**src/sv/lsep_pkg.sv**
```systemverilog
`timescale 1ns / 1ps
package lsep_pkg;

   localparam int COORD_W    = 16;
   localparam int MASS_IN_W  = 20;
   localparam int AREA_W     = 16;
   localparam int RADIUS_W   = 12;
   localparam int FACTOR_W   = 8;
   localparam int KIND_W     = 2;
   localparam int CSR_IDX_W  = 2;
   localparam int CSR_DATA_W = 12;

   localparam int MAX_SPOTS_DEF   = 128;
   localparam int MAX_ERASERS_DEF = 8;
   localparam int MAX_PENS_DEF    = 16;

   localparam logic [RADIUS_W-1:0] RADIUS_RST = 12'd120;
   localparam logic [FACTOR_W-1:0] FACTOR_RST = 8'd1;

   localparam logic [KIND_W-1:0] KIND_ERASER = 2'd0;
   localparam logic [KIND_W-1:0] KIND_PEN    = 2'd1;
   localparam logic [KIND_W-1:0] KIND_NONE   = 2'd2;

   localparam logic [CSR_IDX_W-1:0] CSR_MERGE_RADIUS  = 2'd0;
   localparam logic [CSR_IDX_W-1:0] CSR_ERASER_FACTOR = 2'd1;
   localparam logic [CSR_IDX_W-1:0] CSR_ERASER_ENABLE = 2'd2;

   typedef struct packed {
      logic [RADIUS_W-1:0] merge_radius;
      logic [FACTOR_W-1:0] eraser_factor;
      logic                eraser_enable;
   } cfg_type;

   typedef struct packed {
      logic signed [COORD_W-1:0] x;
      logic signed [COORD_W-1:0] y;
      logic [MASS_IN_W-1:0]      mass;
      logic [AREA_W-1:0]         area;
   } spot_type;

   function automatic int cnt_w(int n);
      return $clog2(n + 1);
   endfunction

   function automatic int idx_w(int n);
      return (n > 1) ? $clog2(n) : 1;
   endfunction

endpackage

```
**src/sv/lsep_queue.sv**
```systemverilog
`timescale 1ns / 1ps
module lsep_queue #(
   parameter int WIDTH = 8
) (
   input  logic             clock,
   input  logic             reset,
   input  logic             push,
   input  logic [WIDTH-1:0] push_data,
   input  logic             pop,
   output logic             pop_valid,
   output logic [WIDTH-1:0] pop_data
);
   import lsep_pkg::*;

   logic [WIDTH-1:0] slot_ff [2];
   logic             wr_ptr_ff, rd_ptr_ff;
   logic [1:0]       fill_ff;
   logic             do_pop, do_push;

   assign pop_valid = (fill_ff != 2'd0);
   assign pop_data  = slot_ff[rd_ptr_ff];
   assign do_pop    = pop && pop_valid;
   assign do_push   = push && (fill_ff != 2'd2);

   always_ff @(posedge clock) begin
      if (do_push) begin
         slot_ff[wr_ptr_ff] <= push_data;
      end
      if (reset) begin
         wr_ptr_ff <= 1'b0;
         rd_ptr_ff <= 1'b0;
         fill_ff   <= 2'd0;
      end else begin
         if (do_push) begin
            wr_ptr_ff <= ~wr_ptr_ff;
         end
         if (do_pop) begin
            rd_ptr_ff <= ~rd_ptr_ff;
         end
         fill_ff <= fill_ff + 2'(do_push) - 2'(do_pop);
      end
   end

endmodule

```
**config.mk**
```make
export PLATFORM = sky130hd
export DESIGN_NAME = lsep_queue
export DESIGN_NICKNAME = d
export VERILOG_FILES = /design/src/sv/lsep_pkg.sv /design/src/sv/lsep_queue.sv
export SDC_FILE = /design/constraint.sdc
export NUM_CORES = 1
export LEC_CHECK = 0
export ABC_AREA = 1
export BUFFER_PORTS_ARGS = -buffer_cell sky130_fd_sc_hd__buf_2
export CAP_MARGIN = 20
export CORE_UTILIZATION = 50
export DETAILED_ROUTE_END_ITERATION = 12
export GPL_ROUTABILITY_DRIVEN = 0
export PLACE_DENSITY = 0.75
export SYNTH_ARGS = -nofsm -noshare
export SYNTH_HDL_FRONTEND = slang
export SYNTH_SLANG_ARGS = --single-unit
```
**constraint.sdc**
```tcl
create_clock -name clock -period 1.8 [get_ports clock]
set_clock_uncertainty 0.2 [all_clocks]
set_input_delay 0.09 -clock clock [delete_from_list [all_inputs] [get_ports clock]]
set_output_delay 0.09 -clock clock [all_outputs]
set_load 0.05 [all_outputs]
```
==> metrics.txt <==
Reg power frac=44.3%; die area=1890 µm²; Max Cap Violations=0; final hold violations=0; Die Span Y=43.4 µm; final-report setup violation count=0; Sw Pwr=618 µW; sequential fraction of the synthesis area=67.6%; sw frac=39.7%; Post-synth EDFFs=16; row count=14; Core Area=1560 µm²; Chip Width=43.4 µm; reg2reg start=fill_ff[0]; Lkg Pwr=0.000496 µW; # diodes=0; Starting Density=55.1%; area delta synth->final=29.7%; vias in the first global route=490; GR Util met2=24.2%; Internal=939 µW; WL final=1270 µm; Clock Tree Root=clkbuf_4; CTS sink count=21; distinct cell type count of the synthesized netlist=11; clock-pin slew on the worst setup and hold paths=0.11 ns; DR vias/cell=4.73; TritonCTS clock tree=built; YS warnings=0; DR pass1 iterations=8; flop-to-flop setup slack=0.15 ns; pin count of the biggest net entering global routing=12; setup_tns=0 ns; critical path launch point=fill_ff[0]; final worst path period share=91.4%; CP bufs+invs=3; unrepaired setup endpoints after global routing=no; cts bufs inserted=3; min cycle time layout=1.65 ns; worst relative slew slack=77.1%; worst-margin pin slew=0.343 ns; Yosys top cell by area=edfxtp_1; Critical Path Max Stage Delay=0.36 ns; DRT antenna net count=0; layout cells sized above 1=36.1%; r2r endpoint=fill_ff[1]; part of the power in the clock network=13.9%; initial antenna violation count=0; Synth top area share=56.0%; ys flop type=edfxtp_1; Slowest cell on crit path=dfxtp_2; gr usage total=15.2%; syn nets=76; Slew Limit Fails=0; Critical Path RT=1.80 ns; upper clock frequency limit=0.608 GHz; CP Capture Type=flip-flop; Combinational Power Share=41.7%; IO Port Bufs=20; synth cell count leaders=edfxtp_1, inv_1, mux2_4, nand2_1, nor2_1; final instance area=1110 µm²; clk buf depth=2; met1 GRT Util=17.6%; post-CTS setup buffers=0; H-Tree Depth=1; total I/O pin count=21; CP Class=reg -> reg; HP Class=in -> reg; DRC errors left=8; top-count cell post-synth=edfxtp_1; Worst-Skew Late Latency=0.29 ns; top post-synthesis cells by area=edfxtp_1, mux2_4, dfxtp_1, inv_1, nand2_1; delay-heaviest family, CP=adder cells; Startpoint Class=flip-flop; first-pass GRT wire length=1990 µm; wire length per cell=11.3 µm; Pwr Total=1560 µW; met3 Track Usage GR=5.42%; hpwl dp=819 µm; initial DRC count=25; Vias=534; pwr dens=1400 nW/µm²; Peak VDD IR=0.792 mV; Synth Instances=62; status=finished, violations left; grt peak-use layer=met2; Critical Path Stages=10; syn avg cell area=13.8 µm²; Yosys reg bits=21; ys async rst share=0%; Critical Path Fanout Max=3; Placed Area=975 µm²; fin nets=112; Worst EP arrival=1.65 ns; grt ovf=0; failing checks=DRC; Critical Path End=fill_ff[1]; CP Cell Sequence=inv_1 > nand2_1 > nand2_1 > ha_1 > inv_1 > ha_1 > inv_1 > nand2_1 > a21oi_1 > nor2_1; Post-Syn Area=858 µm²; R2R depth=10
==> kinds of logic after synthesis <==
logic type	count (synthesis)	synth area share (%)
flip-flops	21	67.6
adder cells (fa/ha/maj)	2	2.91
buffers and inverters	9	4.81
AO/OA/AOI/OAI	2	1.17
AND/OR/NAND/NOR	20	9.48
multiplexers	8	14.0
==> metal layers <==
metal	part of all wire (%)	vias to the layer above
met1	48	238
met3	3.5	2
met2	48	14
li1	-	280
met4	0.86	0
met5	0	-
==> cells in the final DEF (no fill, tap or decap), types with 3 or more instances in the layout <==
cell type,n
nand3_1,3
clkbuf_4,3
inv_1,8
mux2_4,8
dfxtp_1,3
nand2_1,8
edfxtp_1,16
nor2_1,8
buf_2,20
dlygate4sd3_1,11
==> worst min-delay path by stage <==
stage / from / endpoint / slack [ns] / depth (start not counted)
floorplan: reset / fill_ff[0] / -0.04 / 1
global placement: reset / fill_ff[0] / 0.06 / 2
finish: reset / fill_ff[0] / 0.29 / 3
global route: reset / fill_ff[0] / 0.29 / 3
detailed placement: reset / fill_ff[0] / 0.07 / 2
CTS: reset / fill_ff[0] / 0.28 / 3
==> sequential cells by signal (all words and copies together) (netlist names), named ones only <==
name       count
wr_ptr_ff      1
slot_ff       16
fill_ff        2
rd_ptr_ff      1
==> layout make-up <==
cell class	count	area, µm²
Timing Repair Buffer	32	218
Clock buffer	4	26.3
Sequential cell	21	583
Fill cell	113	445
Inverter	8	30.0
Multi-Input combinational cell	32	236
Tap cell	16	20.0
==> worst register-to-register path, cell delays in order (launching register included) <==
cell and delay, ns:
dfxtp_2 0.36, inv_1 0.05, nand2_1 0.09, nand2_1 0.08, ha_1 0.27, inv_1 0.04
ha_1 0.18, inv_1 0.05, nand2_1 0.06, a21oi_1 0.13, nor2_1 0.05
==> metrics by stage <==
stage	hold WS (ns)	setup slack (ns)	cells	util (%)
2_1_floorplan	-0.0388	0.235	62	-
3_3_place_gp	0.0614	0.182	98	62.5
3_5_place_dp	0.0683	0.141	98	62.5
4_1_cts	0.278	0.0160	113	71.3
5_1_grt	0.289	0.0195	113	71.4
6_report	0.292	0.154	113	71.4
==> power by group through the flow <==
stage	clock (µW)	sequential, µW	combinational (µW)
detailed placement	0	697	634
global route	245	700	707
global placement	0	694	627
finish	217	690	650
CTS	223	687	655
floorplan	0	662	557
==> repair_timing <==
| item | in CTS | in global routing |
|---|---|---|
| resized for setup | 0 | 2 |
| endpoints found under the setup margin | 0 | 9 |
| hold buffers | 11 | 0 |
| endpoints found under the hold margin | 21 | 0 |
(Power assumes the default switching activity.)
