File: config.mk
export PLATFORM = sky130hd
export DESIGN_NAME = lsep_front
export DESIGN_NICKNAME = d
export VERILOG_FILES = /design/src/sv/lsep_pkg.sv /design/src/sv/lsep_front.sv
export SDC_FILE = /design/constraint.sdc
export NUM_CORES = 1
export LEC_CHECK = 0
export ABC_AREA = 0
export ABC_CLOCK_PERIOD_IN_PS = 3300
export BUFFER_PORTS_ARGS = -buffer_cell sky130_fd_sc_hd__buf_4
export CAP_MARGIN = 20
export CORE_MARGIN = 2
export CORE_UTILIZATION = 33
export DETAILED_ROUTE_END_ITERATION = 6
export PLACE_DENSITY = 0.94
export SKIP_CTS_REPAIR_TIMING = 1
export SLEW_MARGIN = 30
export SYNTH_ARGS = -nofsm -noshare
export SYNTH_HDL_FRONTEND = slang
export SYNTH_SLANG_ARGS = --single-unit
File: constraint.sdc
create_clock -name clock -period 3.3 [get_ports clock]
set_clock_uncertainty 0.2 [all_clocks]
set_input_delay 0.33 -clock clock [delete_from_list [all_inputs] [get_ports clock]]
set_output_delay 0.33 -clock clock [all_outputs]
set_load 0.01 [all_outputs]
File: src/sv/lsep_pkg.sv
`timescale 1ns / 1ps
package lsep_pkg;

   localparam int COORD_W    = 16;
   localparam int MASS_IN_W  = 20;
   localparam int AREA_W     = 16;
   localparam int RADIUS_W   = 12;
   localparam int FACTOR_W   = 8;
   localparam int KIND_W     = 2;
   localparam int CSR_IDX_W  = 2;
   localparam int CSR_DATA_W = 12;

   localparam int MAX_SPOTS_DEF   = 128;
   localparam int MAX_ERASERS_DEF = 8;
   localparam int MAX_PENS_DEF    = 16;

   localparam logic [RADIUS_W-1:0] RADIUS_RST = 12'd120;
   localparam logic [FACTOR_W-1:0] FACTOR_RST = 8'd1;

   localparam logic [KIND_W-1:0] KIND_ERASER = 2'd0;
   localparam logic [KIND_W-1:0] KIND_PEN    = 2'd1;
   localparam logic [KIND_W-1:0] KIND_NONE   = 2'd2;

   localparam logic [CSR_IDX_W-1:0] CSR_MERGE_RADIUS  = 2'd0;
   localparam logic [CSR_IDX_W-1:0] CSR_ERASER_FACTOR = 2'd1;
   localparam logic [CSR_IDX_W-1:0] CSR_ERASER_ENABLE = 2'd2;

   typedef struct packed {
      logic [RADIUS_W-1:0] merge_radius;
      logic [FACTOR_W-1:0] eraser_factor;
      logic                eraser_enable;
   } cfg_type;

   typedef struct packed {
      logic signed [COORD_W-1:0] x;
      logic signed [COORD_W-1:0] y;
      logic [MASS_IN_W-1:0]      mass;
      logic [AREA_W-1:0]         area;
   } spot_type;

   function automatic int cnt_w(int n);
      return $clog2(n + 1);
   endfunction

   function automatic int idx_w(int n);
      return (n > 1) ? $clog2(n) : 1;
   endfunction

endpackage

File: src/sv/lsep_front.sv
`timescale 1ns / 1ps
module lsep_front #(
   parameter int MAX_SPOTS = lsep_pkg::MAX_SPOTS_DEF
) (
   input  logic                                  clock,
   input  logic                                  reset,
   input  logic                                  req_valid,
   output logic                                  req_stall,
   input  lsep_pkg::spot_type                    req_spot,
   input  logic                                  req_last_spot,
   input  logic                                  req_frame_empty,
   output logic                                  wr_en,
   output logic [lsep_pkg::idx_w(MAX_SPOTS)-1:0] wr_addr,
   output lsep_pkg::spot_type                    wr_data,
   output logic                                  push,
   output logic [lsep_pkg::cnt_w(MAX_SPOTS)-1:0] push_count,
   input  logic                                  frame_done
);
   import lsep_pkg::*;

   localparam int CNT_W = cnt_w(MAX_SPOTS);
   localparam int IDX_W = idx_w(MAX_SPOTS);

   logic [CNT_W-1:0] cnt_ff, cnt_in;
   logic             busy_ff, busy_in;
   logic             accept, store, frame_end;

   assign req_stall = busy_ff;
   assign accept    = req_valid && !busy_ff;
   assign store     = accept && !req_frame_empty && (cnt_ff < CNT_W'(MAX_SPOTS));
   assign frame_end = accept && (req_frame_empty || req_last_spot);

   assign wr_en      = store;
   assign wr_addr    = cnt_ff[IDX_W-1:0];
   assign wr_data    = req_spot;
   assign push       = frame_end;
   assign push_count = cnt_ff + CNT_W'(store);

   always_comb begin
      cnt_in  = cnt_ff;
      busy_in = busy_ff;
      if (frame_end) begin
         cnt_in  = '0;
         busy_in = 1'b1;
      end else begin
         if (store) begin
            cnt_in = cnt_ff + 1'b1;
         end
         if (frame_done) begin
            busy_in = 1'b0;
         end
      end
   end

   always_ff @(posedge clock) begin
      if (reset) begin
         cnt_ff  <= '0;
         busy_ff <= 1'b0;
      end else begin
         cnt_ff  <= cnt_in;
         busy_ff <= busy_in;
      end
   end

endmodule

==> results of run 1 <==
flip-flops by register name, summed over array words and instances (netlist names):
signal / cells
cnt_ff: 8
req_stall: 1
worst paths after layout:
path,end,startpoint,slack [ns]
setup / recovery,push_count[4],req_stall$_SDFFE_PP0P_,0.57
hold / removal,req_stall$_SDFFE_PP0P_,reset,0.12
setup reg to reg,cnt_ff[3]$_SDFFE_PP0N_,req_stall$_SDFFE_PP0P_,1.50
hold reg to reg,cnt_ff[6]$_SDFFE_PP0N_,cnt_ff[6]$_SDFFE_PP0N_,0.33
layout by cell type, fill, tap and decap left out:
cell,instances
or4_1,4
a21oi_1,7
ha_1,4
o21ai_1,1
clkbuf_1,1
and2_1,1
a41oi_1,1
dfxtp_1,9
nand3_1,3
xor2_1,2
buf_4,23
and4_1,1
nand2b_1,1
or3_1,1
nor2_1,4
xnor2_1,4
nand4_1,2
inv_1,5
nand2_1,7
nor2b_1,1
or4b_4,1
clkbuf_4,3
o21a_1,1
o31ai_1,4
o21ai_0,1
logic make-up (layout without fill, tap and decap cells):
kind of cell | Yosys count | count (layout)
DFF | 9 | 9
and+or+nand+nor | 26 | 26
buffers and inverters | 83 | 32
xor gates and xnor gates | 6 | 6
adders and majority gates | 4 | 4
AOI/OAI and AO/OA | 15 | 15
critical path, stage by stage, from the launching register on:
cell and delay [ns]:
dfxtp_1 0.33, or4b_4 0.62, inv_1 0.18, ha_1 0.17, ha_1 0.21, nand3_1 0.11, xnor2_1 0.16, buf_4 0.14
cell type report:
class | count | area (um^2)
sequential | 9 | 180
timing repair buffer | 23 | 173
multi-input combinational | 51 | 340
fill | 371 | 2510
tap | 46 | 57.6
clock buffer | 4 | 26.3
inverter | 5 | 18.8
report_power, final:
part	switching (mW)	internal [mW]	leakage (nW)
sequential	0.00244	0.110	0.0728
clock	0.0417	0.0467	0.0150
combinational	0.0151	0.0145	0.249
total	0.0593	0.171	0.337
metal layers:
metal  track usage, %  share of wire [%]  vias to the layer above
met5                0                  0                        -
met4             10.6                6.0                        0
met3             3.99                 12                       18
met2             11.5                 40                       40
met1             10.8                 42                      286
li1                 -                  -                      292
==> metrics.yaml, run 1 <==
sta:
  hold_ws_ns: 0.118
  max_slew_margin_pct: 59.6
  rsz0062_at_grt: "no"
  slew_viol_final: 0
  timing.final.crit_share_pct: 82.7
  fin_crit_ns: 2.73
  setup_violations: 0
  timing.final.ws_setup_ns: 0.571
  hold_viol: 0
  max_freq_mhz: 366
  tightest_slew_ns: 0.603
  fin_setup_tns_ns: 0
power_and_ir_drop:
  power_density_mw_per_mm2: 290
  p_leak_nw: 0.337
  irDropWorstVdd_mv: 0.119
  power_uw: 231
setup_path:
  worstPathArrival_ns: 2.20
  worstPathRequired_ns: 2.77
  start_kind: "flop"
  endpoint_kind: "output pin"
  reg2regPathDepth: 3
  cp_max_fo: 13
  critPathKind: "flop to output pin"
grt:
  grt_pass1_wl_um: 2770
  grt_usage_pct: 9.23
  antenna_found_initial: 0
  grt-ovfl-total: 0
  grt_max_degree: 14
  grt_pass1_vias: 551
synthesis:
  yosys.area_share.simple_pct: 13.1
  synth_warnings: 0
  synthMuxAreaShare_pct: 0
  synth-xor-area-share_pct: 4.69
  synth_top_family_by_area: "buffers and inverters"
  synth_area_leaders: "buf_4, dfxtp_1, ha_1"
  synth_edf_count: 0
  synth_compound_area_share_pct: 8.15
  synth_area_mm2: 0.00112
  synthArstFlopShare_pct: 0
  synthTopCellsByCount: "buf_4, dfxtp_1, a21oi_1, nand2_1, inv_1"
  synth_most_common_cell: "buf_4"
  synth_fa_ha_area_share_pct: 4.46
  ys_seq_elements: 9
  synthDistinctLibCells: 25
  synth-main-ff-cell: "dfxtp_1"
  ys_seq_area_share_pct: 16.1
  synth_top_cell_by_area: "buf_4"
  syn_nets: 221
  avgSynthCellArea_um2: 7.84
  synth_top_area_share_pct: 50.2
  synth_cells: 143
final_layout:
  drive_gt1_share_pct: 29.3
  area_growth_pct: -29.0
  fin_nets: 171
  fin_cells: 138
  fin_util_pct: 24.0
  insertedDiodeCount: 0
  final_cell_area_um2: 796
drt:
  wire_per_inst_um: 13.5
  antenna_left: 0
  firstDrtPassIters: 4
  viasPerCell: 4.61
  drcViolationCount: 0
  routed_wirelength_um: 1860
  drtIter0Drc: 13
  vias: 636
placed_design:
  place_ws_ns: 0.764
  dpl.cell_count: 134
  port_buffers: 23
  dpl.hpwl_um: 1440
  placed_cell_area_um2: 769
  globalplace.congestion: 0.757
clock_network:
  ctsRootBufferMaster: "clkbuf_4"
  clock_path_buffers: 2
  cts_tree: "done"
  clock_sinks: 9
  cts_made_buffers: 3
  cts_max_level: 1
  clkSlewWorstSetupHoldPaths_ns: 0.06
  clk_latency_ns: 0.26
floorplan:
  die_h_um: 62.3
  num_io_pins: 160
  core_area_mm2: 0.00331
  rows: 21
  start_util_pct: 33.9
  die_area_mm2: 0.00388
  die_w_um: 62.3
status:
  outcome: "completed"
min_path:
  hp-class: "input port to flop"
  whs_path_depth: 3
job:
  maxCapViolCount: 0
Note: power is estimated with default switching activity, not from simulation.
==> run 2, diff against run 1 <==
--- a/config.mk
+++ b/config.mk
@@ -6,13 +6,13 @@
 export NUM_CORES = 1
 export LEC_CHECK = 0
 export ABC_AREA = 0
-export ABC_CLOCK_PERIOD_IN_PS = 3300
+export ABC_CLOCK_PERIOD_IN_PS = 2400
 export BUFFER_PORTS_ARGS = -buffer_cell sky130_fd_sc_hd__buf_4
 export CAP_MARGIN = 20
 export CORE_MARGIN = 2
-export CORE_UTILIZATION = 33
+export CORE_UTILIZATION = 27
 export DETAILED_ROUTE_END_ITERATION = 6
-export PLACE_DENSITY = 0.94
+export PLACE_DENSITY = 0.83
 export SKIP_CTS_REPAIR_TIMING = 1
 export SLEW_MARGIN = 30
 export SYNTH_ARGS = -nofsm -noshare
==> constraint.sdc (replaced) <==
create_clock -name clock -period 2.4 [get_ports clock]
set_clock_uncertainty 0.2 [all_clocks]
set_input_delay 0.24 -clock clock [delete_from_list [all_inputs] [get_ports clock]]
set_output_delay 0.24 -clock clock [all_outputs]
set_load 0.01 [all_outputs]
==> metrics.yaml, run 2 (synthesis gave the netlist of run 1 again) <==
status:
  outcome: "completed"
setup_path:
  critPathKind: "flop to output pin"
  r2r_end: "cnt_ff[6]$_SDFFE_PP0N_"
  worstPathRequired_ns: 1.96
  max_stage_delay_ns: 0.55
  cpMostUsedCell: "ha_4"
  endpoint_kind: "output pin"
  cp_max_fo: 6
  r2r_start: "cnt_ff[7]$_SDFFE_PP0N_"
  cp_slowest_cell: "or4b_4"
  rrSetupSlack_ns: 0.50
  start_kind: "flop"
  crit_chain: "or4b_4, inv_6, ha_4, ha_4, nand3_2, xnor2_1, buf_4"
  worstPathArrival_ns: 1.88
  reg2regPathDepth: 4
final_layout:
  largest_reg_flops: 8
  drive_gt1_share_pct: 36.6
  fin_cells: 143
  insertedDiodeCount: 0
  final_cell_area_um2: 876
  final_common_cell: "buf_4"
  largest_register: "cnt_ff"
  area_growth_pct: -21.9
  fin_nets: 172
  layout_common_cells: "buf_4, dfxtp_1, nand2_1, a21oi_1"
  fillers: 437
clock_network:
  cts_max_level: 1
  clk_latency_ns: 0.24
  ctsRootBufferMaster: "clkbuf_8"
  clock_sinks: 9
  clkSlewWorstSetupHoldPaths_ns: 0.04
  clock_path_buffers: 2
  cts_made_buffers: 3
  cts_tree: "done"
power_and_ir_drop:
  irDropWorstVdd_mv: 0.209
  power_frac_seq_pct: 40.7
  p_comb_share_pct: 12.3
  pwr-share-clk_pct: 47.0
  power_switching_share_pct: 24.2
  p_switching_uw: 93.2
  p_leak_nw: 0.340
  power_density_mw_per_mm2: 439
  p_int_uw: 291
grt:
  grt_usage_pct: 9.58
  antenna_found_initial: 0
  grt-ovfl-total: 0
  grt_max_degree: 13
  grt_pass1_wl_um: 3170
  grt_pass1_vias: 629
min_path:
  min_delay_worst_endpoint: "req_stall$_SDFFE_PP0P_"
  worstHoldStart: "reset"
  whs_path_depth: 3
  hp-class: "input port to flop"
placed_design:
  place_ws_ns: 0.150
  placed_cell_area_um2: 782
  dpl.hpwl_um: 1660
  dpl.cell_count: 139
  globalplace.congestion: 0.751
  port_buffers: 23
drt:
  drtIter0Drc: 32
  vias: 659
  wire_per_inst_um: 14.9
  viasPerCell: 4.61
  routed_wirelength_um: 2130
  firstDrtPassIters: 4
  drcViolationCount: 0
  antenna_left: 0
sta:
  hold_viol: 0
  tightest_slew_ns: 0.610
  setup_violations: 0
  fin_crit_ns: 2.32
  max_freq_mhz: 431
  slew_viol_final: 0
  max_slew_margin_pct: 59.0
  timing.final.ws_setup_ns: 0.0781
  timing.final.crit_share_pct: 96.7
floorplan:
  die_h_um: 68.4
  rows: 23
  start_util_pct: 28.0
  die_area_mm2: 0.00468
  die_w_um: 68.4
  core_area_mm2: 0.00400
  num_io_pins: 160
job:
  maxCapViolCount: 0
-- run 2: cell types whose count changed in the layout (fill, tap and decap cells not counted) --
cell,before,now
buf_4,23,24
clkbuf_4,3,0
clkbuf_8,0,3
dfxtp_1,9,8
dfxtp_2,0,1
ha_1,4,1
ha_4,0,3
inv_1,5,4
inv_6,0,1
nand3_1,3,2
nand3_2,0,1
-- run 2: area by class of cell --
type | instances | area, um^2 | share of cell area [%]
inverter | 5 | 23.8 | 2.71
clock buffer | 4 | 45.0 | 5.14
timing repair buffer | 24 | 180 | 20.6
multi-input combinational | 51 | 383 | 43.7
tap | 50 | 62.6 | 7.14
sequential | 9 | 181 | 20.7
-- run 2: power by group through the flow --
stage / Sequential [mW] / Clock, mW / Combinational (mW)
2_1_floorplan: 0.158 / 0 / 0.140
3_3_place_gp: 0.158 / 0 / 0.0437
3_5_place_dp: 0.158 / 0 / 0.0439
4_1_cts: 0.155 / 0.186 / 0.0445
5_1_grt: 0.157 / 0.196 / 0.0532
6_report: 0.156 / 0.181 / 0.0472
-- run 2: worst max-delay path, delay by kind of cell (launching register included) --
family | cells | cell delay [ns]
flops | 1 | 0.32
simple gates | 2 | 0.63
buf+inv | 2 | 0.25
fa+ha+maj | 2 | 0.28
xor+xnor | 1 | 0.17
-- run 2: per-stage QoR --
stage	TNS, ns	util, %	power, mW	hold slack (ns)
5_1_grt	-0.0102	21.9	0.407	0.0812
3_3_place_gp	0	19.5	0.202	0.280
3_5_place_dp	0	19.5	0.202	0.280
6_report	0	21.9	0.385	0.0621
4_1_cts	-0.238	20.7	0.386	0.0554
2_1_floorplan	0	-	0.298	0.201
-- run 2: worst max path at each step --
| stage | start | cells past startpoint | slack (ns) | end |
|---|---|---|---|---|
| 6_report | cnt_ff[7]$_SDFFE_PP0N_ | 7 | 0.08 | push_count[4] |
| 5_1_grt | cnt_ff[7]$_SDFFE_PP0N_ | 7 | -0.01 | push_count[4] |
| 4_1_cts | req_stall$_SDFFE_PP0P_ | 7 | -0.11 | push_count[4] |
| 3_5_place_dp | req_stall$_SDFFE_PP0P_ | 7 | 0.15 | push_count[4] |
| 3_3_place_gp | req_frame_empty | 8 | 0.18 | push_count[4] |
| 2_1_floorplan | req_stall$_SDFFE_PP0P_ | 7 | 0.06 | push_count[4] |
-- run 2: metal layers --
| layer | GRT usage, % | vias to the layer above | part of all wire, % |
|---|---|---|---|
| met5 | 0 | - | 0 |
| li1 | - | 292 | - |
| met2 | 13.0 | 50 | 45 |
| met3 | 6.25 | 16 | 13 |
| met4 | 8.75 | 0 | 4.5 |
| met1 | 9.87 | 301 | 37 |
