**src/sv/lsep_pkg.sv**
```systemverilog
`timescale 1ns / 1ps
package lsep_pkg;

   localparam int COORD_W    = 16;
   localparam int MASS_IN_W  = 20;
   localparam int AREA_W     = 16;
   localparam int RADIUS_W   = 12;
   localparam int FACTOR_W   = 8;
   localparam int KIND_W     = 2;
   localparam int CSR_IDX_W  = 2;
   localparam int CSR_DATA_W = 12;

   localparam int MAX_SPOTS_DEF   = 128;
   localparam int MAX_ERASERS_DEF = 8;
   localparam int MAX_PENS_DEF    = 16;

   localparam logic [RADIUS_W-1:0] RADIUS_RST = 12'd120;
   localparam logic [FACTOR_W-1:0] FACTOR_RST = 8'd1;

   localparam logic [KIND_W-1:0] KIND_ERASER = 2'd0;
   localparam logic [KIND_W-1:0] KIND_PEN    = 2'd1;
   localparam logic [KIND_W-1:0] KIND_NONE   = 2'd2;

   localparam logic [CSR_IDX_W-1:0] CSR_MERGE_RADIUS  = 2'd0;
   localparam logic [CSR_IDX_W-1:0] CSR_ERASER_FACTOR = 2'd1;
   localparam logic [CSR_IDX_W-1:0] CSR_ERASER_ENABLE = 2'd2;

   typedef struct packed {
      logic [RADIUS_W-1:0] merge_radius;
      logic [FACTOR_W-1:0] eraser_factor;
      logic                eraser_enable;
   } cfg_type;

   typedef struct packed {
      logic signed [COORD_W-1:0] x;
      logic signed [COORD_W-1:0] y;
      logic [MASS_IN_W-1:0]      mass;
      logic [AREA_W-1:0]         area;
   } spot_type;

   function automatic int cnt_w(int n);
      return $clog2(n + 1);
   endfunction

   function automatic int idx_w(int n);
      return (n > 1) ? $clog2(n) : 1;
   endfunction

endpackage

```
**src/sv/lsep_ram.sv**
```systemverilog
`timescale 1ns / 1ps
module lsep_ram #(
   parameter int WIDTH = 8,
   parameter int DEPTH = 2
) (
   input  logic                                 clock,
   input  logic                                 wr_en,
   input  logic [lsep_pkg::idx_w(DEPTH)-1:0]    wr_addr,
   input  logic [WIDTH-1:0]                     wr_data,
   input  logic [lsep_pkg::idx_w(DEPTH)-1:0]    rd_addr,
   output logic [WIDTH-1:0]                     rd_data
);
   import lsep_pkg::*;

   logic [WIDTH-1:0] mem_ff [DEPTH];
   logic [WIDTH-1:0] rd_data_ff;

   always_ff @(posedge clock) begin
      if (wr_en) begin
         mem_ff[wr_addr] <= wr_data;
      end
      rd_data_ff <= mem_ff[rd_addr];
   end

   assign rd_data = rd_data_ff;

endmodule

```
**config.mk**
```make
export PLATFORM = sky130hd
export DESIGN_NAME = lsep_ram
export DESIGN_NICKNAME = d
export VERILOG_FILES = /design/src/sv/lsep_pkg.sv /design/src/sv/lsep_ram.sv
export SDC_FILE = /design/constraint.sdc
export NUM_CORES = 1
export LEC_CHECK = 0
export ABC_AREA = 1
export BUFFER_PORTS_ARGS = -buffer_cell sky130_fd_sc_hd__buf_2
export CORE_MARGIN = 2
export CORE_UTILIZATION = 52
export DETAILED_ROUTE_END_ITERATION = 8
export GPL_ROUTABILITY_DRIVEN = 0
export PLACE_DENSITY = 0.84
export RECOVER_POWER = 25
export SLEW_MARGIN = 20
export SYNTH_ARGS = -nofsm -noshare
export SYNTH_HDL_FRONTEND = slang
export SYNTH_SLANG_ARGS = --single-unit
```
**constraint.sdc**
```tcl
create_clock -name clock -period 2.7 [get_ports clock]
set_clock_uncertainty 0.15 [all_clocks]
set_input_delay 0.135 -clock clock [delete_from_list [all_inputs] [get_ports clock]]
set_output_delay 0.135 -clock clock [all_outputs]
set_load 0.02 [all_outputs]
```
==> flow_summary.ini, run 1 <==
[power_and_ir_drop]
p_total_uw = 634
swShare = 0.211
leakage_uw = 0.000433
p_int_uw = 500
combPwrFrac = 0.097
clock_power_share = 0.231
power_density_nw_per_um2 = 649
switchingPower_uw = 134
irDropWorstVdd_mv = 0.400
seqPwrFrac = 0.672

[clock_network]
cts_buffers = 3
clock_sinks = 24
ctsHoldBuffers = 9
cts_tree = done
clock_path_buffers = 2
postCtsSetupBuffers = 0
clock-root-buffer = clkbuf_4
clk_latency_ns = 0.30
cts.repair.resized = 0
path_clk_slew_ns = 0.11
htreeDepth = 1

[worst_hold_path]
hold_path_class = input pin to register

[logic_synthesis]
synth_top_area_frac = 0.632
synth_top_family_by_area = simple AND/OR/NAND/NOR gates
synthTopCellsByArea = edfxtp_1 (63%), dfxtp_1 (21%), nand2_1 (12%)
synth_compound_area_frac = 0
synthDistinctLibCells = 7
synth_warnings = 0
synthMuxAreaShare = 0
synthAdderAreaFrac = 0
synth-seq-cells = 24
synth_flop_cell = edfxtp_1
avgSynthCellArea_um2 = 14.1
syn_area_um2 = 761
syn_inst = 54
synth-async-reset-ratio = 0
synth_xor_area_frac = 0
ys_top_cells_by_count = nand2_1 (25), edfxtp_1 (16), dfxtp_1 (8), inv_1 (2)
synthesis.nets = 66
synth-simple-area-share = 0.128
synth_edf_count = 16
yosysSeqAreaShare = 0.842
yosysMostFrequentCell = nand2_1
yosys.area.top_type = edfxtp_1

[sta]
fmax_ghz = 0.922
rsz0062_at_grt = false
slew_headroom = 0.579
fin_tns_setup_ns = 0
tightest_slew_ns = 0.630
hold_viol_final = 0
min_period_ns = 1.09
post-route-period-util = 0.402
finalMaxSlewViolations = 0
finalSetupViolCount = 0

[route]
antenna_left = 0
drt_iter0_drc = 14
vias = 446
drtPass1Iterations = 4
avgViaCountPerCell = 4.46
routed_wl_um = 1020
drcViolationCount = 0
routedWlPerCell_um = 10.2

[setup_path]
crit_buf_inv = 1
crit_type = register to output port
critPathLaunchType = register
end_kind = output port
cp_max_fo = 1
slowest_delay_ns = 0.34
critPathRequiredTime_ns = 2.41
crit_slowest_cell = dfxtp_1
arrival_ns = 0.80
path_cells = buf_2
crit_family = flip-flops

[global_routing]
antenna_found_initial = 0
grt_max_degree = 14
grt_pass1_vias = 442
grt_use_total = 0.121
grt_overflow_total = 0
grt_pass1_wl_um = 1530

[cells_and_area]
syn_to_final_growth_pct = 28.5
n_antenna_cell = 0
nets = 98
drive_above_1_share = 0.247
fillers = 85

[die]
row_count = 13
die_h_um = 42.3
initial_core_util = 0.570
io_pins = 20
die-area_um2 = 1790
die_w_um = 42.3
core_um2 = 1330

[placement]
detailedPlacementHpwl_um = 625
io_buffers = 19

[run_status]
status = finished, final reports clean

[flow_run]
drv_cap = 0
## power by group through the flow
stage	sequential [µW]	combinational (µW)	clock, µW
6_report	426	61.8	146
4_1_cts	426	62.3	152
3_5_place_dp	434	52.4	0
5_1_grt	427	68.5	163
2_1_floorplan	448	17.0	0
3_3_place_gp	434	51.2	0
## per-stage QoR
stage / instances / setup slack, ns / util / instance area (µm²) / hold WS, ns
after floorplan: 54 / 1.66 / - / 761 / 0.0839
after global placement: 87 / 1.47 / 0.647 / 863 / 0.174
after detailed placement: 87 / 1.42 / 0.647 / 863 / 0.177
after CTS: 100 / 1.63 / 0.735 / 980 / 0.111
after global routing: 100 / 1.59 / 0.733 / 977 / 0.180
final: 100 / 1.61 / 0.733 / 977 / 0.137
## cell type report
| class | count | area [µm²] | area share |
|---|---|---|---|
| inverter | 3 | 11.3 | 0.0115 |
| multi-input combinational | 26 | 97.6 | 0.0999 |
| tap | 15 | 18.8 | 0.0192 |
| clock buffer | 3 | 22.5 | 0.0230 |
| sequential | 24 | 641 | 0.656 |
| clock inverter | 1 | 3.75 | 0.00384 |
| timing repair buffer | 28 | 183 | 0.187 |
## final timing paths
check | from | endpoint | slack (ns) | cells after the start
hold reg to reg | mem_ff[0][0]$_DFFE_PP_ | rd_data[0]$_DFF_P_ | 0.30 | 2
hold / removal | wr_addr | mem_ff[0][2]$_DFFE_PP_ | 0.14 | 2
setup / recovery | rd_data[6]$_DFF_P_ | rd_data[6] | 1.61 | 1
setup reg to reg | mem_ff[1][1]$_DFFE_PP_ | rd_data[1]$_DFF_P_ | 1.94 | 2
## sequential cells by signal, summed over array words and instances (netlist names)
register and flops:
rd_data 8, mem_ff 16
## layout by cell type (no fill, tap or decap)
master         synthesis  layout
buf_2                  0      17
clkbuf_1               0       2
clkbuf_4               0       3
clkinv_1               0       1
dfxtp_1                8       8
dlygate4sd3_1          0       9
edfxtp_1              16      16
inv_1                  2       2
inv_2                  1       1
nand2_1               25      25
nor2_1                 1       1
## layer usage
metal / track usage / vias to the layer above / wire, µm
met3: 0.0259 / 2 / 53
met4: 0.0625 / 0 / 8
met2: 0.240 / 12 / 562
met1: 0.109 / 196 / 393
met5: 0 / - / 0
li1: - / 236 / -
## cell families (layout without fill, tap and decap cells)
group | count (synthesis) | in the layout
AND/OR/NAND/NOR | 26 | 26
flip-flops | 24 | 24
buffers and inverters | 4 | 35
Power figures use the tool's default switching activity.
==> inputs of run 2 (changes only) <==
--- a/config.mk
+++ b/config.mk
@@ -5,13 +5,13 @@
 export SDC_FILE = /design/constraint.sdc
 export NUM_CORES = 1
 export LEC_CHECK = 0
-export ABC_AREA = 1
+export ABC_AREA = 0
 export BUFFER_PORTS_ARGS = -buffer_cell sky130_fd_sc_hd__buf_2
 export CORE_MARGIN = 2
-export CORE_UTILIZATION = 52
+export CORE_UTILIZATION = 48
 export DETAILED_ROUTE_END_ITERATION = 8
 export GPL_ROUTABILITY_DRIVEN = 0
-export PLACE_DENSITY = 0.84
+export PLACE_DENSITY = 0.78
 export RECOVER_POWER = 25
 export SLEW_MARGIN = 20
 export SYNTH_ARGS = -nofsm -noshare
==> constraint.sdc (replaced) <==
create_clock -name clock -period 1.05 [get_ports clock]
set_clock_uncertainty 0.15 [all_clocks]
set_input_delay 0.0525 -clock clock [delete_from_list [all_inputs] [get_ports clock]]
set_output_delay 0.0525 -clock clock [all_outputs]
set_load 0.02 [all_outputs]
==> run 2 against run 1 <==
- sequential power grew to 2.6 times the previous value
- first-iteration DRC count shrank 79%
- routed wire length decreased by 12%
- non-clock buffer count unchanged
- clock-buffer cell count unchanged
- power increased to 3.0 times the previous value
- clock power rose to 4.4 times the previous value
- register-to-register slack worse by 1.8 ns
- critical path type unchanged
- critical endpoint is now rd_data[7]
- largest power group unchanged
- highest routed layer is now met3
==> flow_summary.ini, run 2 <==
[die]
io_pins = 20
die-area_um2 = 1970
core_um2 = 1520
initial_core_util = 0.515
die_w_um = 44.4
die_h_um = 44.4
row_count = 14

[cells_and_area]
largest_register_ffs = 16
finish.utilization = 0.674
n_antenna_cell = 0
final_cell_mix = buf_2 (18), edfxtp_1 (16), mux2_4 (8), dlygate4sd3_1 (8), dfxtp_1 (8)
syn_to_final_growth_pct = 30.9
drive_above_1_share = 0.470
mostFrequentLayoutCell = buf_2
nets = 79
largest-register = mem_ff

[logic_synthesis]
synth-seq-cells = 24
synth_warnings = 0
syn_inst = 35
synth_flop_cell = edfxtp_1
synthesis.nets = 47
synthDistinctLibCells = 6
synth_top_area_frac = 0.612
yosys.area.top_type = edfxtp_1
yosysMostFrequentCell = edfxtp_1
synth-async-reset-ratio = 0
syn_area_um2 = 785
synthTopCellsByArea = edfxtp_1 (61%), dfxtp_1 (20%), mux2_4 (15%)
avgSynthCellArea_um2 = 22.4
yosysSeqAreaShare = 0.817
ys_top_cells_by_count = edfxtp_1 (16), dfxtp_1 (8), mux2_4 (8)
synth_edf_count = 16

[global_routing]
grt_max_degree = 15
grt_pass1_wl_um = 1440
grt_pass1_vias = 382
grt_overflow_total = 0
antenna_found_initial = 0
grt_use_total = 0.110

[clock_network]
ctsHoldBuffers = 8
postCtsSetupBuffers = 0
cts_tree = done
clock_path_buffers = 2
path_clk_slew_ns = 0.12
clk_latency_ns = 0.31
cts_buffers = 3
clock_sinks = 24
clock-root-buffer = clkbuf_4
htreeDepth = 1

[sta]
fin_tns_setup_ns = 0
finalMaxSlewViolations = 0
fmax_ghz = 1.02
holdWs_ns = 0.0112
hold_viol_final = 0
slew_headroom = 0.653
setup_ws_ns = 0.0669
min_period_ns = 0.983
finalSetupViolCount = 0
post-route-period-util = 0.936
tightest_slew_ns = 0.519

[power_and_ir_drop]
p_total_uw = 1920
leakage_uw = 0.000426
power_density_nw_per_um2 = 1860
irDropWorstVdd_mv = 1.21

[setup_path]
end_kind = output port
path_cells = buf_2
critPathRequiredTime_ns = 0.85
arrival_ns = 0.78
cp_max_fo = 1
crit_family = flip-flops
slowest_delay_ns = 0.32
r2r-start = mem_ff[0][6]$_DFFE_PP_
crit_buf_inv = 1
crit_start = rd_data[7]$_DFF_P_
crit_slowest_cell = dfxtp_1
crit_type = register to output port
critPathLaunchType = register

[worst_hold_path]
hold_path.startpoint = rd_addr
hold_path_class = input pin to register

[run_status]
status = finished, final reports clean

[route]
drtPass1Iterations = 4
drt_iter0_drc = 3
antenna_left = 0
vias = 361
drcViolationCount = 0
routedWlPerCell_um = 11.0
routed_wl_um = 900
avgViaCountPerCell = 4.40

[placement]
io_buffers = 19
dp_slack_ns = 0.0489

[flow_run]
drv_cap = 0
[run 2: cell types whose count changed after synthesis, sizes merged]
cell and delta:
and2 +1, mux2 +8, nor2b +1, nor2 -1, inv -3, nand2 -25
[run 2: power breakdown]
part | internal, µW | switching (µW) | leakage, µW
registers | 1080 | 15.0 | 0.000218
clock network | 386 | 253 | 0.0000279
logic | 97.5 | 82.0 | 0.000180
total | 1560 | 350 | 0.000426
[run 2: layer usage]
metal | wire (µm) | global-route usage
met5 | 0 | 0
met4 | 0 | 0.0727
met3 | 90 | 0.0531
met2 | 452 | 0.194
met1 | 358 | 0.0972
[run 2: final cells by class]
class | instances | area (µm²)
flip-flops and latches | 24 | 641
fillers | 108 | 497
repair buffers | 28 | 181
multi-input cells | 10 | 133
clock inverters | 1 | 30.0
clock buffers | 3 | 22.5
well taps | 16 | 20.0
[run 2: per-stage QoR]
stage | area (µm²) | instances
global placement | 896 | 70
global route | 1030 | 82
detailed placement | 896 | 70
CTS | 1030 | 82
floorplan | 785 | 35
finish | 1030 | 82
[run 2: kinds of logic after synthesis]
family | share of synthesized area
buffers and inverters | 0.0144
DFF | 0.817
muxes | 0.153
and+or+nand+nor | 0.0160
[run 2: path summary, 6_finish.rpt]
| check | endpoint | depth (start not counted) | slack [ns] |
|---|---|---|---|
| min reg2reg | rd_data[7]$_DFF_P_ | 1 | 0.33 |
| max | rd_data[7] | 1 | 0.07 |
| max reg2reg | rd_data[6]$_DFF_P_ | 1 | 0.15 |
| min | rd_data[7]$_DFF_P_ | 2 | 0.01 |
[run 2: repair_timing]
action	in CTS	in global routing
endpoints found under the hold margin	21	5
endpoints found under the setup margin	0	1
gates resized for setup	0	1
==> inputs of run 3 (changes only) <==
--- a/config.mk
+++ b/config.mk
@@ -11,7 +11,7 @@
 export CORE_UTILIZATION = 48
 export DETAILED_ROUTE_END_ITERATION = 8
 export GPL_ROUTABILITY_DRIVEN = 0
-export PLACE_DENSITY = 0.78
+export PLACE_DENSITY = 0.85
 export RECOVER_POWER = 25
 export SLEW_MARGIN = 20
 export SYNTH_ARGS = -nofsm -noshare
==> run 3 against run 2 <==
- fmax about the same
- non-clock buffer count unchanged
- sequential cell count unchanged
- sequential share of layout area up 1.8 points
- clock power down 40%
- largest power group unchanged
==> flow_summary.ini, run 3 (same netlist as run 2, synthesis figures left out) <==
[run_status]
status = finished, final reports clean

[clock_network]
clk_latency_ns = 0.30
cts_tree = done
ctsHoldBuffers = 8
clock_sinks = 24
postCtsSetupBuffers = 0
path_clk_slew_ns = 0.12
clock_path_buffers = 2
cts_buffers = 3
cts.repair.resized = 0
clock-root-buffer = clkbuf_4
htreeDepth = 1

[die]
row_count = 14
initial_core_util = 0.515
io_pins = 20
core_um2 = 1520
die_w_um = 44.4
die_h_um = 44.4
die-area_um2 = 1970

[sta]
finalSetupViolCount = 0
finalMaxSlewViolations = 0
setup_ws_ns = 0.0673
fmax_ghz = 1.02
min_period_ns = 0.983
slew_headroom = 0.648
tightest_slew_ns = 0.528
post-route-period-util = 0.936
fin_tns_setup_ns = 0
hold_viol_final = 0
rsz0062_at_grt = false

[setup_path]
end_kind = output port
crit_type = register to output port
path_cells = buf_2
crit_slowest_cell = dfxtp_1
critPathRequiredTime_ns = 0.85
slowest_delay_ns = 0.33
crit_buf_inv = 1
critPathLaunchType = register
cp_max_fo = 1
arrival_ns = 0.78
crit_family = flip-flops

[cells_and_area]
finish.utilization = 0.655
largest_register_ffs = 16
drive_above_1_share = 0.455
largest-register = mem_ff
mostFrequentLayoutCell = buf_2
final_cell_mix = buf_2 (19), edfxtp_1 (16), mux2_4 (8), dlygate4sd3_1 (8), dfxtp_1 (8)
syn_to_final_growth_pct = 27.3
n_antenna_cell = 0
fillers = 94
fin_area_um2 = 998
nets = 79

[placement]
dp_slack_ns = 0.0729
placed_area_um2 = 896
io_buffers = 19

[power_and_ir_drop]
irDropWorstVdd_mv = 0.901
p_total_uw = 1660
leakage_uw = 0.000412
power_density_nw_per_um2 = 1670

[global_routing]
grt_pass1_vias = 383
antenna_found_initial = 0
grt_use_total = 0.119
grt_max_degree = 14
grt_overflow_total = 0
grt_pass1_wl_um = 1610

[route]
drtPass1Iterations = 4
antenna_left = 0
vias = 388
routedWlPerCell_um = 12.4
avgViaCountPerCell = 4.73
drcViolationCount = 0
routed_wl_um = 1020
drt_iter0_drc = 5

[flow_run]
drv_cap = 0

[worst_hold_path]
hold_path_class = input pin to register
-- run 3: cell count changes in the layout (fill, tap and decap cells not counted) --
cell	delta
clkinv_1	+1
buf_2	+1
buf_4	-1
bufinv_16	-1
-- run 3: where the power goes --
part           total [µW]  internal (µW)  switching [µW]
Combinational         180           95.8            84.0
Sequential           1100           1080            15.7
Clock                 386            139             247
Total                1660           1320             347
-- run 3: path summary, 6_finish.rpt --
| kind | start | endpoint | slack, ns | cells past startpoint |
|---|---|---|---|---|
| max reg2reg | mem_ff[0][6]$_DFFE_PP_ | rd_data[6]$_DFF_P_ | 0.13 | 1 |
| min reg2reg | mem_ff[1][1]$_DFFE_PP_ | rd_data[1]$_DFF_P_ | 0.34 | 1 |
| max | rd_data[6]$_DFF_P_ | rd_data[6] | 0.07 | 1 |
| min | rd_addr | rd_data[3]$_DFF_P_ | 0.02 | 2 |
-- run 3: through the flow --
step	hold slack, ns	instances
after detailed placement	0.0948	70
after global placement	0.0937	70
final	0.0153	82
after CTS	0.0140	82
after floorplan	0.00137	35
after global routing	0.0159	82
-- run 3: layout make-up --
type | instances | area [µm²] | area share
flip-flops and latches | 24 | 641 | 0.642
repair buffers | 28 | 179 | 0.179
multi-input cells | 10 | 133 | 0.133
clock buffers | 3 | 22.5 | 0.0226
well taps | 16 | 20.0 | 0.0201
clock inverters | 1 | 3.75 | 0.00376
-- run 3: layer usage --
metal  part of all wire  global-route usage  vias to the layer above
li1                   -                   -                      192
met1               0.42               0.136                      179
met2               0.52               0.212                       17
met3              0.056              0.0367                        0
met4                  0              0.0364                        0
met5                  0                   0                        -
